## src/rtl/rlt_pkg.sv

```systemverilog
// ----------------------------------------------------------------------------
// rlt_pkg: route lock table shared definitions
// Field types, action and status codes, route row layout and FSM states.
// ----------------------------------------------------------------------------
package rlt_pkg;

    localparam int ROUTES     = 64;
    localparam int SLOTS      = 4;
    localparam int COUNT_BITS = 8;

    localparam int ACTION_W = 3;
    localparam int ROUTE_W  = 6;
    localparam int REQ_W    = 8;
    localparam int STATUS_W = 3;
    localparam int SLOT_IW  = (SLOTS > 1) ? $clog2(SLOTS) : 1;

    localparam logic [ACTION_W-1:0] ACT_PUSH          = 3'd0;
    localparam logic [ACTION_W-1:0] ACT_POP           = 3'd1;
    localparam logic [ACTION_W-1:0] ACT_TRY_BLOCK     = 3'd2;
    localparam logic [ACTION_W-1:0] ACT_UNLOCK        = 3'd3;
    localparam logic [ACTION_W-1:0] ACT_POP_AND_BLOCK = 3'd4;
    localparam logic [ACTION_W-1:0] ACT_HARD_BLOCK    = 3'd5;
    localparam logic [ACTION_W-1:0] ACT_HARD_UNLOCK   = 3'd6;

    localparam logic [STATUS_W-1:0] STAT_DONE        = 3'd0;
    localparam logic [STATUS_W-1:0] STAT_RETRY       = 3'd1;
    localparam logic [STATUS_W-1:0] STAT_NO_SLOT     = 3'd2;
    localparam logic [STATUS_W-1:0] STAT_NOT_FOUND   = 3'd3;
    localparam logic [STATUS_W-1:0] STAT_NOT_BLOCKED = 3'd4;
    localparam logic [STATUS_W-1:0] STAT_NOT_UNIQUE  = 3'd5;
    localparam logic [STATUS_W-1:0] STAT_OVERFLOW    = 3'd6;

    localparam logic [COUNT_BITS-1:0] COUNT_MAX = {COUNT_BITS{1'b1}};

    typedef struct packed {
        logic [ACTION_W-1:0] action;
        logic [ROUTE_W-1:0]  route;
        logic [REQ_W-1:0]    requester;
    } req_t;

    typedef struct packed {
        logic                granted;
        logic [STATUS_W-1:0] status;
    } result_t;

    typedef struct packed {
        logic                              blocked;
        logic [SLOTS-1:0][REQ_W-1:0]       owner;
        logic [SLOTS-1:0][COUNT_BITS-1:0]  count;
    } row_t;

    typedef struct packed {
        logic capture;
        logic exec;
    } cmd_t;

    typedef enum logic [1:0] {
        FSM_IDLE,
        FSM_EXEC,
        FSM_OUT
    } state_t;

endpackage

```

## src/rtl/rlt_ctrl.sv

```systemverilog
// ----------------------------------------------------------------------------
// rlt_ctrl: route lock table controller
// Sequences capture, row read-modify-write and result handoff.
// ----------------------------------------------------------------------------
module rlt_ctrl (
    input  logic          aclk,
    input  logic          aresetn,
    input  logic          s_valid,
    output logic          s_ready,
    output logic          m_valid,
    input  logic          m_ready,
    output rlt_pkg::cmd_t cmd
);

    rlt_pkg::state_t state_reg;
    rlt_pkg::state_t state_next;
    logic            accept;

    assign accept = s_valid && s_ready;

    always_ff @(posedge aclk) begin
        if (!aresetn) begin
            state_reg <= rlt_pkg::FSM_IDLE;
        end else begin
            state_reg <= state_next;
        end
    end

    always_comb begin
        state_next = state_reg;
        case (state_reg)
            rlt_pkg::FSM_IDLE: begin
                if (s_valid) begin
                    state_next = rlt_pkg::FSM_EXEC;
                end
            end
            rlt_pkg::FSM_EXEC: begin
                state_next = rlt_pkg::FSM_OUT;
            end
            rlt_pkg::FSM_OUT: begin
                if (m_ready) begin
                    state_next = s_valid ? rlt_pkg::FSM_EXEC : rlt_pkg::FSM_IDLE;
                end
            end
            default: begin
                state_next = rlt_pkg::FSM_IDLE;
            end
        endcase
    end

    always_comb begin
        s_ready     = 1'b0;
        m_valid     = 1'b0;
        cmd.exec    = 1'b0;
        case (state_reg)
            rlt_pkg::FSM_IDLE: begin
                s_ready = 1'b1;
            end
            rlt_pkg::FSM_EXEC: begin
                cmd.exec = 1'b1;
            end
            rlt_pkg::FSM_OUT: begin
                m_valid = 1'b1;
                s_ready = m_ready;
            end
            default: begin
                s_ready = 1'b0;
            end
        endcase
        cmd.capture = accept;
    end

    // a new transaction overlaps a pending result only as that result leaves
    a_ready_overlap: assert property (@(posedge aclk) disable iff (!aresetn)
        (s_ready && m_valid) |-> m_ready)
        else $error("input taken while result stalled");

    // every executed row update produces a result next cycle
    a_exec_result: assert property (@(posedge aclk) disable iff (!aresetn)
        cmd.exec |=> m_valid)
        else $error("executed transaction has no result");

    // capture is always followed by execution
    a_capture_exec: assert property (@(posedge aclk) disable iff (!aresetn)
        cmd.capture |=> cmd.exec)
        else $error("captured transaction not executed");

    a_no_overlap: assert property (@(posedge aclk) disable iff (!aresetn)
        !(cmd.exec && cmd.capture))
        else $error("capture during row update");

endmodule

```

## src/rtl/rlt_dp.sv

```systemverilog
// ----------------------------------------------------------------------------
// rlt_dp: route lock table datapath
// Route row memory with per-row valid bits, slot logic and result register.
// ----------------------------------------------------------------------------
module rlt_dp (
    input  logic             aclk,
    input  logic             aresetn,
    input  rlt_pkg::cmd_t    cmd,
    input  rlt_pkg::req_t    s_data,
    output rlt_pkg::result_t m_data
);

    localparam int DEPTH = 2 ** rlt_pkg::ROUTE_W;

    rlt_pkg::row_t             mem [DEPTH];
    logic [DEPTH-1:0]          row_valid_reg;
    rlt_pkg::row_t             rd_row_reg;
    logic                      rd_valid_reg;
    rlt_pkg::req_t             in_reg;
    rlt_pkg::result_t          out_reg;

    rlt_pkg::row_t             row;
    rlt_pkg::row_t             add_row;
    rlt_pkg::row_t             rem_row;
    rlt_pkg::row_t             row_next;
    logic [rlt_pkg::STATUS_W-1:0] add_st;
    logic [rlt_pkg::STATUS_W-1:0] rem_st;
    logic [rlt_pkg::STATUS_W-1:0] status;
    logic                      granted;
    logic                      write_en;
    logic                      in_range;
    logic [rlt_pkg::SLOTS-1:0] match;
    logic [rlt_pkg::SLOTS-1:0] zero;
    logic                      own_hit;
    logic                      free_hit;
    logic [rlt_pkg::SLOT_IW-1:0] own_idx;
    logic [rlt_pkg::SLOT_IW-1:0] free_idx;
    logic                      blockable;
    logic                      unique_req;
    logic                      last_ref;

    always_ff @(posedge aclk) begin
        if (cmd.capture) begin
            rd_row_reg <= mem[s_data.route];
            in_reg     <= s_data;
        end
        if (write_en) begin
            mem[in_reg.route] <= row_next;
        end
    end

    always_ff @(posedge aclk) begin
        if (!aresetn) begin
            row_valid_reg <= '0;
            rd_valid_reg  <= 1'b0;
        end else begin
            if (cmd.capture) begin
                rd_valid_reg <= row_valid_reg[s_data.route];
            end
            if (write_en) begin
                row_valid_reg[in_reg.route] <= 1'b1;
            end
        end
    end

    always_ff @(posedge aclk) begin
        if (cmd.exec) begin
            out_reg.granted <= granted;
            out_reg.status  <= status;
        end
    end

    assign m_data   = out_reg;
    assign row      = rd_valid_reg ? rd_row_reg : '0;
    assign in_range = {1'b0, in_reg.route} < (rlt_pkg::ROUTE_W + 1)'(rlt_pkg::ROUTES);
    assign write_en = cmd.exec && in_range;

    always_comb begin
        own_hit    = 1'b0;
        free_hit   = 1'b0;
        own_idx    = '0;
        free_idx   = '0;
        blockable  = 1'b1;
        unique_req = 1'b1;
        for (int i = rlt_pkg::SLOTS - 1; i >= 0; i--) begin
            match[i] = (row.owner[i] == in_reg.requester);
            zero[i]  = (row.count[i] == '0);
            if (match[i]) begin
                own_hit = 1'b1;
                own_idx = rlt_pkg::SLOT_IW'(i);
            end
            if (zero[i]) begin
                free_hit = 1'b1;
                free_idx = rlt_pkg::SLOT_IW'(i);
            end
            if (!zero[i]) begin
                blockable = 1'b0;
                if (!match[i]) begin
                    unique_req = 1'b0;
                end
            end
        end
    end

    always_comb begin
        add_row = row;
        add_st  = rlt_pkg::STAT_DONE;
        if (own_hit) begin
            if (row.count[own_idx] == rlt_pkg::COUNT_MAX) begin
                add_st = rlt_pkg::STAT_OVERFLOW;
            end else begin
                add_row.count[own_idx] = row.count[own_idx] + 1'b1;
            end
        end else if (free_hit) begin
            add_row.owner[free_idx] = in_reg.requester;
            add_row.count[free_idx] = rlt_pkg::COUNT_BITS'(1);
        end else begin
            add_st = rlt_pkg::STAT_NO_SLOT;
        end
    end

    always_comb begin
        rem_row  = row;
        rem_st   = rlt_pkg::STAT_DONE;
        last_ref = 1'b0;
        if (!own_hit || zero[own_idx]) begin
            rem_st = rlt_pkg::STAT_NOT_FOUND;
        end else begin
            rem_row.count[own_idx] = row.count[own_idx] - 1'b1;
            last_ref = (row.count[own_idx] == rlt_pkg::COUNT_BITS'(1));
            for (int i = 0; i < rlt_pkg::SLOTS; i++) begin
                if (rlt_pkg::SLOT_IW'(i) != own_idx && !zero[i]) begin
                    last_ref = 1'b0;
                end
            end
        end
    end

    always_comb begin
        row_next = row;
        status   = rlt_pkg::STAT_DONE;
        granted  = 1'b0;
        if (in_range) begin
            case (in_reg.action)
                rlt_pkg::ACT_PUSH: begin
                    if (row.blocked) begin
                        status = rlt_pkg::STAT_RETRY;
                    end else begin
                        status = add_st;
                        if (add_st == rlt_pkg::STAT_DONE) row_next = add_row;
                    end
                end
                rlt_pkg::ACT_POP: begin
                    if (row.blocked) begin
                        status = rlt_pkg::STAT_RETRY;
                    end else begin
                        status = rem_st;
                        if (rem_st == rlt_pkg::STAT_DONE) row_next = rem_row;
                    end
                end
                rlt_pkg::ACT_TRY_BLOCK: begin
                    if (row.blocked) begin
                        status = rlt_pkg::STAT_RETRY;
                    end else if (blockable) begin
                        status = add_st;
                        if (add_st == rlt_pkg::STAT_DONE) row_next = add_row;
                        row_next.blocked = 1'b1;
                        granted = 1'b1;
                    end
                end
                rlt_pkg::ACT_UNLOCK: begin
                    if (!row.blocked) begin
                        status = rlt_pkg::STAT_NOT_BLOCKED;
                    end else begin
                        status = rem_st;
                        if (rem_st == rlt_pkg::STAT_DONE) begin
                            row_next = rem_row;
                            row_next.blocked = 1'b0;
                        end
                    end
                end
                rlt_pkg::ACT_POP_AND_BLOCK: begin
                    if (row.blocked) begin
                        status = rlt_pkg::STAT_RETRY;
                    end else begin
                        status = rem_st;
                        if (rem_st == rlt_pkg::STAT_DONE) begin
                            if (last_ref) begin
                                row_next.blocked = 1'b1;
                                granted = 1'b1;
                            end else begin
                                row_next = rem_row;
                            end
                        end
                    end
                end
                rlt_pkg::ACT_HARD_BLOCK: begin
                    if (row.blocked || !unique_req) begin
                        status = rlt_pkg::STAT_RETRY;
                    end else begin
                        row_next.blocked = 1'b1;
                        granted = blockable;
                    end
                end
                rlt_pkg::ACT_HARD_UNLOCK: begin
                    if (!unique_req) begin
                        status = rlt_pkg::STAT_NOT_UNIQUE;
                    end else if (!row.blocked) begin
                        status = rlt_pkg::STAT_NOT_BLOCKED;
                    end else begin
                        row_next.blocked = 1'b0;
                    end
                end
                default: begin
                    status = rlt_pkg::STAT_DONE;
                end
            endcase
        end
    end

    // grant only from the blocking actions, and only with the route left blocked
    a_grant_blocks: assert property (@(posedge aclk) disable iff (!aresetn)
        (cmd.exec && granted) |-> row_next.blocked)
        else $error("grant without blocking the route");

    // a retry or error leaves the row unchanged
    a_error_no_change: assert property (@(posedge aclk) disable iff (!aresetn)
        (cmd.exec && status != rlt_pkg::STAT_DONE && !granted) |-> (row_next == row))
        else $error("failed action modified the route row");

    // a written row reads back valid on the next capture of that route
    a_write_valid: assert property (@(posedge aclk) disable iff (!aresetn)
        write_en |=> row_valid_reg[$past(in_reg.route)])
        else $error("written row not marked valid");

endmodule

```

## src/rtl/route_lock_table.sv

```systemverilog
// ----------------------------------------------------------------------------
// route_lock_table: per-route lock table with reentrant requester slots
// Top level joining the controller and the datapath.
// ----------------------------------------------------------------------------
// Usage:
//   s_valid/s_ready/s_data carry one lock transaction (action, route,
//   requester). m_valid/m_ready/m_data return one result (granted, status)
//   for every transaction, in order.
//   Each transaction takes a registered read of its route row (rd_row_reg,
//   with the request in in_reg) followed by its read-modify-write in the
//   next cycle, which registers the result in out_reg.
//   The result stays in an output register; s_ready rises in the cycle in
//   which the pending result is taken, so the next transaction is accepted
//   while the current result leaves. While the receiver stalls, the result
//   holds and no new transaction is accepted.
//   Reset (aresetn low, synchronous) clears the controller and the per-route
//   valid bits; a route row never written reads as unblocked with all slots
//   empty. No clearing pass is needed.
// ----------------------------------------------------------------------------
module route_lock_table (
    input  logic             aclk,
    input  logic             aresetn,
    input  logic             s_valid,
    output logic             s_ready,
    input  rlt_pkg::req_t    s_data,
    output logic             m_valid,
    input  logic             m_ready,
    output rlt_pkg::result_t m_data
);

    rlt_pkg::cmd_t cmd;

    rlt_ctrl u_ctrl (
        .aclk    (aclk),
        .aresetn (aresetn),
        .s_valid (s_valid),
        .s_ready (s_ready),
        .m_valid (m_valid),
        .m_ready (m_ready),
        .cmd     (cmd)
    );

    rlt_dp u_dp (
        .aclk    (aclk),
        .aresetn (aresetn),
        .cmd     (cmd),
        .s_data  (s_data),
        .m_data  (m_data)
    );

endmodule
```

## config.mk

```make
export PLATFORM = sky130hd
export DESIGN_NAME = route_lock_table
export DESIGN_NICKNAME = d
export VERILOG_FILES = /design/src/rtl/rlt_pkg.sv /design/src/rtl/rlt_ctrl.sv /design/src/rtl/rlt_dp.sv /design/src/rtl/route_lock_table.sv
export SDC_FILE = /design/constraint.sdc
export NUM_CORES = 2
export LEC_CHECK = 0
export ABC_AREA = 0
export BUFFER_PORTS_ARGS = -buffer_cell sky130_fd_sc_hd__buf_2
export CAP_MARGIN = 25
export CORE_MARGIN = 2
export CORE_UTILIZATION = 60
export DETAILED_ROUTE_END_ITERATION = 12
export PLACE_DENSITY = 0.76
export RECOVER_POWER = 100
export SYNTH_ARGS = -nofsm -noshare
export SYNTH_HDL_FRONTEND = slang
export SYNTH_MEMORY_MAX_BITS = 65536
export SYNTH_SLANG_ARGS = --single-unit
```

## constraint.sdc

```tcl
create_clock -name aclk -period 8.4 [get_ports aclk]
set_input_delay 0.42 -clock aclk [delete_from_list [all_inputs] [get_ports aclk]]
set_output_delay 0.42 -clock aclk [all_outputs]
set_load 0.1 [all_outputs]
```

* Word-level counts from Yosys, hierarchy flattened
Memories as Yosys holds them, arrays and structs flattened. A register that Yosys moved wholly into a read port is not among the register bits.
Index checks and enable logic that the tools add are counted.
** Word-level totals
- Output and inout port bits :: 6
- ROM bits :: 0
- Input bits :: 21
- Memory bits (writable) :: 4160
- Memories kept :: 1
- Register bits after elaboration :: 88
- Bits in latches :: 0
** Operators by class
- Eq/ne operators :: 19
- $lt $le $gt $ge :: 7
- Divide/modulo/power cells :: 0
- Mux-type cells :: 96
- Shift operators :: 0
- $mul :: 0
- Bitwise gates (word level) :: 4
- Reductions and logical operators :: 27
- Add/subtract/negate cells :: 2
** Memories
- u_dp.mem :: depth 64, bits a word 65, read ports 1, clocked after Yosys merged registers in 1, write ports 1, RTL line rlt_dp.sv:15 : rlt_pkg::row_t mem [DEPTH];
** Operator list (number)
- two-way mux 65 bit :: 9
- case mux 64 bit (5 select lines) :: 1
- two-way mux 32 bit :: 6
- two-way mux 64 bit :: 2
- bitwise mux 32 bit :: 3
- OR 64 bit :: 1
- two-way mux 1 bit :: 40
- demux 8 bit (select 2 bit) :: 2
- equality test 8 bit :: 4
- zero test 8 bit :: 4
- bitwise AND 28 bit :: 1
- inverter 28 bit :: 1
- two-way mux 2 bit :: 13
- two-way mux 3 bit :: 8
- two-way mux 8 bit :: 3
- case mux 3 bit (6 select lines) :: 1
- binary-select mux 8 bit (select 2 bit) :: 1
- less-than comparator 6 x 7 -> 1 bit, second input constant :: 2
- equality test 3 bit, second input constant :: 3
- zero test 3 bit :: 3
- adder 8 x 1 -> 8 bit, second input constant :: 1
- equality test 8 x 1 -> 1 bit, second input constant :: 1
- equality test 8 bit, second input constant :: 1
- logical AND 1 bit :: 8
- other kinds (25) :: 36

* Logic depth before layout (Yosys ltp)
- Depth in word-level cells :: 18
- Depth in mapped cells :: 18
- Depth with buffers taken out :: 14

* Hierarchy
From an unflattened synthesis, not the netlist that was laid out.
** Second synthesis, totals
- Cells, all modules :: 7159
- Area total of the unflattened synthesis :: 168080.0 um2
** By module, submodules not included
- rlt_dp :: seq. area each 128803.5 um2, instances 1, cells each 7147, area an instance 167954.8 um2
- rlt_ctrl :: seq. area each 40.0 um2, instances 1, cells each 12, area an instance 125.1 um2

* Worst setup path after synthesis
OpenSTA, ideal clock, no wires.
- Path kind :: register to register
- Start :: reg u_dp.in_reg[3] (netlist bit)
- End :: mem u_dp.mem[0][3] (netlist bit) (data pin)
- Setup slack :: 1.443 ns
- Setup time :: 0.702 ns
- Clock period less this slack :: 6.957 ns
- Arrival :: 6.256 ns
- Cell stages (with the launch flop) :: 16
- Path buffers :: 1
- Cell sequence :: edfxtp_1 -> nand2b_1 -> o32a_1 -> a222oi_1 -> nand2_2 -> a21oi_2 -> o221a_2 -> inv_1 -> ha_1 -> nand4_1 -> nor3_2 -> or3_1 -> clkbuf_1 -> a211oi_1 -> a21oi_1 -> o21ai_0
** RTL lines
- start: declaration :: RTL line rlt_dp.sv:19 : rlt_pkg::req_t in_reg;
- start signal: assignment :: RTL line rlt_dp.sv:45 : in_reg <= s_data;
- end: declaration :: RTL line rlt_dp.sv:15

==> results.py <==
metrics = {
    "routing": {
        "via_per_inst": 7.55,
        "ant_nets": 0,
        "drt_first_pass_iters": 7,
        "wl_per_cell_um": 45.5,
        "vias": 87400,
        "drc": 0,
        "dr.first_iter.drc_count": 16000,
        "wirelength_mm": 527,
    },
    "floorplan": {
        "fp.dieW_um": 533,
        "core_um2": 279000,
        "ios": 27,
        "dieArea_um2": 284000,
        "fp-row-count": 194,
        "fp.dieH_um": 533,
        "initial_core_util_pct": 60.2,
    },
    "power": {
        "vdd_ir_drop_max_mv": 0.256,
        "powerDensity_nw_per_um2": 232,
        "power.leakage_nw": 52.8,
    },
    "status": {
        "violations": "max-capacitance violations, max-slew violations",
        "status": "finished with violations",
    },
    "yosys": {
        "synth_edf_count": 4246,
        "synthMuxAreaShare_pct": 18.7,
        "ys_ff_latch": 4313,
        "syn_nets": 7153,
        "ys.warnings.count": 0,
        "ys_async_sr_fraction_pct": 0,
        "synth_area_um2": 168000,
        "syn_area_per_cell_um2": 23.5,
        "yosys.cell_types.count": 87,
        "synthAdderAreaFrac_pct": 0.0224,
        "yosysSeqAreaShare_pct": 76.9,
        "synth_top_family_by_area": "multiplexers",
        "synth_ff_type": "edfxtp_1",
        "yosys.area_share.xor_xnor_pct": 0.151,
        "synthCells": 7129,
        "synthSimpleGateAreaFrac_pct": 1.45,
        "synth-compound-area-share_pct": 1.93,
    },
    "cts": {
        "cts_max_path_buffers": 4,
        "cts_tree": "yes",
        "cts_sinks": 4313,
        "worstSkewPairLatency_ns": 1.00,
        "ctsHoldBuffers": 14,
        "cts-resized-gates": 0,
        "cts_root_buffer": "clkbuf_16",
        "cts_made_buffers": 410,
        "cts.clk_slew.worst_paths_ns": 0.07,
        "htree_levels": 5,
        "post_cts_buffers": 0,
    },
    "placement": {
        "gp_congestion": 1.01,
        "post-place-ws_ns": 1.77,
        "hpwl_mm": 257,
        "postPlaceCellArea_um2": 174000,
        "io_buffers": 26,
    },
    "cells_and_area": {
        "final_common_cell": "edfxtp_1",
        "largest_reg_flops": 4160,
        "drive_gt1_share_pct": 28.1,
        "fillers": 16600,
        "final_area_um2": 186000,
        "syn_to_final_growth_pct": 11.2,
        "final_cell_mix": "4,246 x edfxtp_1, 1,386 x mux4_2, 415 x clkbuf_16",
        "ff_latch_area_um2": 129000,
        "fin_nets": 7540,
        "multi_input_area_um2": 37600,
    },
    "global_routing": {
        "antenna_found_initial": 17,
        "grt_start_max_net_pins": 149,
        "grt_util_all_layers_pct": 37.3,
        "grt_pass1_wl_mm": 719,
        "grt_overflow": 0,
        "grt_pass1_vias": 87300,
    },
    "timing": {
        "max_freq_mhz": 123,
        "worst_pin_slew_ns": 7.99,
        "report.final.hold_viol_count": 0,
        "rsz0062_at_grt": "no",
        "setup_slack_ns": 0.275,
        "slew_headroom_pct": -432,
        "fin_skew_ns": 0.0690,
        "setup_viol": 0,
        "slew_viol_final": 5713,
        "finalCriticalPeriod_ns": 8.13,
        "finalSetupTns_ns": 0,
        "timing.final.crit_share_pct": 96.7,
    },
    "setup_path": {
        "path_common_cell": "mux4_2",
        "cp_max_fo": 84,
        "max_stage_delay_ns": 5.58,
        "critPathArrivalTime_ns": 8.90,
        "required_ns": 9.17,
        "cp-start-kind": "input pin",
        "worstSetupPathType": "input pin to flop",
        "endpoint_kind": "flop",
        "cp_slowest_cell": "clkbuf_1",
        "critical_path.cell_chain": "clkbuf_4, clkbuf_1, mux4_2, mux4_2",
    },
    "min_path": {
        "hold_class": "input pin to flop",
    },
    "run": {
        "max-cap-violations": 198,
    },
}
[through the flow]
stage	power (mW)	hold slack [ns]	util [%]	instances
after global placement	25.6	0.440	62.5	10800
after CTS	43.3	0.0639	67.3	11600
after global routing	44.0	0.129	66.9	11600
after floorplan	25.1	0.435	-	7129
final	43.2	0.127	66.9	11600
after detailed placement	25.6	0.448	62.6	10800
[report_power, final]
group	leakage [nW]	switching (mW)	total [mW]	internal, mW
Sequential	35.3	0.0829	23.5	23.5
Clock	6.26	8.11	18.0	9.88
Combinational	11.2	0.952	1.66	0.712
Total	52.8	9.15	43.2	34.1
[cell usage after synthesis (21+ instances only)]
cell      instances  area, um^2
a21oi_1          74         370
dfxtp_1          67        1340
o211ai_1         24         180
clkbuf_1        275        1030
edfxtp_1       4246      128000
buf_1           107         402
mux4_2         1386       31200
nor2_1          167         627
nand2_1         155         582
and2_1           21         131
o21a_1           71         533
o21ai_0          89         445
nand3_1          54         270
nor3_1           37         185
o22ai_1          22         138
[cell type report]
class	count	share of cell area [%]
multi-input combinational	2409	20.2
antenna	10	0.0134
clock buffer	513	5.80
timing repair buffer	369	1.28
inverter	13	0.0262
tap	3724	2.50
sequential	4313	69.1
clock inverter	225	1.05
[worst max-delay path: cells and delay by family]
| kind | cells | cell delay [ns] |
|---|---|---|
| mux | 2 | 1.79 |
| buf+inv | 2 | 6.48 |
[kinds of logic after synthesis]
group / after synthesis
flip-flops: 4313
AND/OR/NAND/NOR: 519
adder cells (fa/ha/maj): 3
XOR/XNOR: 29
AO/OA/AOI/OAI: 464
multiplexers: 1394
buffers and inverters: 407
[final timing paths]
check / depth (start not counted) / slack [ns] / endpoint / from
max: 4 / 0.27 / u_dp.rd_row_reg[55]$_DFFE_PP_ / s_data[12]
min: 2 / 0.13 / u_dp.rd_row_reg[64]$_DFFE_PP_ / s_data[13]
max reg2reg: 7 / 0.31 / u_dp.mem[37][17]$_DFFE_PP_ / u_ctrl.state_reg[0]$_SDFFE_PN0P_
min reg2reg: 1 / 0.46 / u_dp.row_valid_reg[50]$_SDFFE_PN0P_ / u_dp.row_valid_reg[50]$_SDFFE_PN0P_
[routing by layer]
layer / routed length, um / vias to the layer above / track usage [%] / part of all wire (%)
li1: - / 31700 / - / -
met1: 175000 / 46100 / 49.9 / 33
met2: 251000 / 7983 / 58.0 / 48
met3: 68100 / 1648 / 9.27 / 13
met4: 32900 / 16 / 19.0 / 6.2
met5: 110 / - / 0 / 0.021
Note: power is estimated with default switching activity, not from simulation.
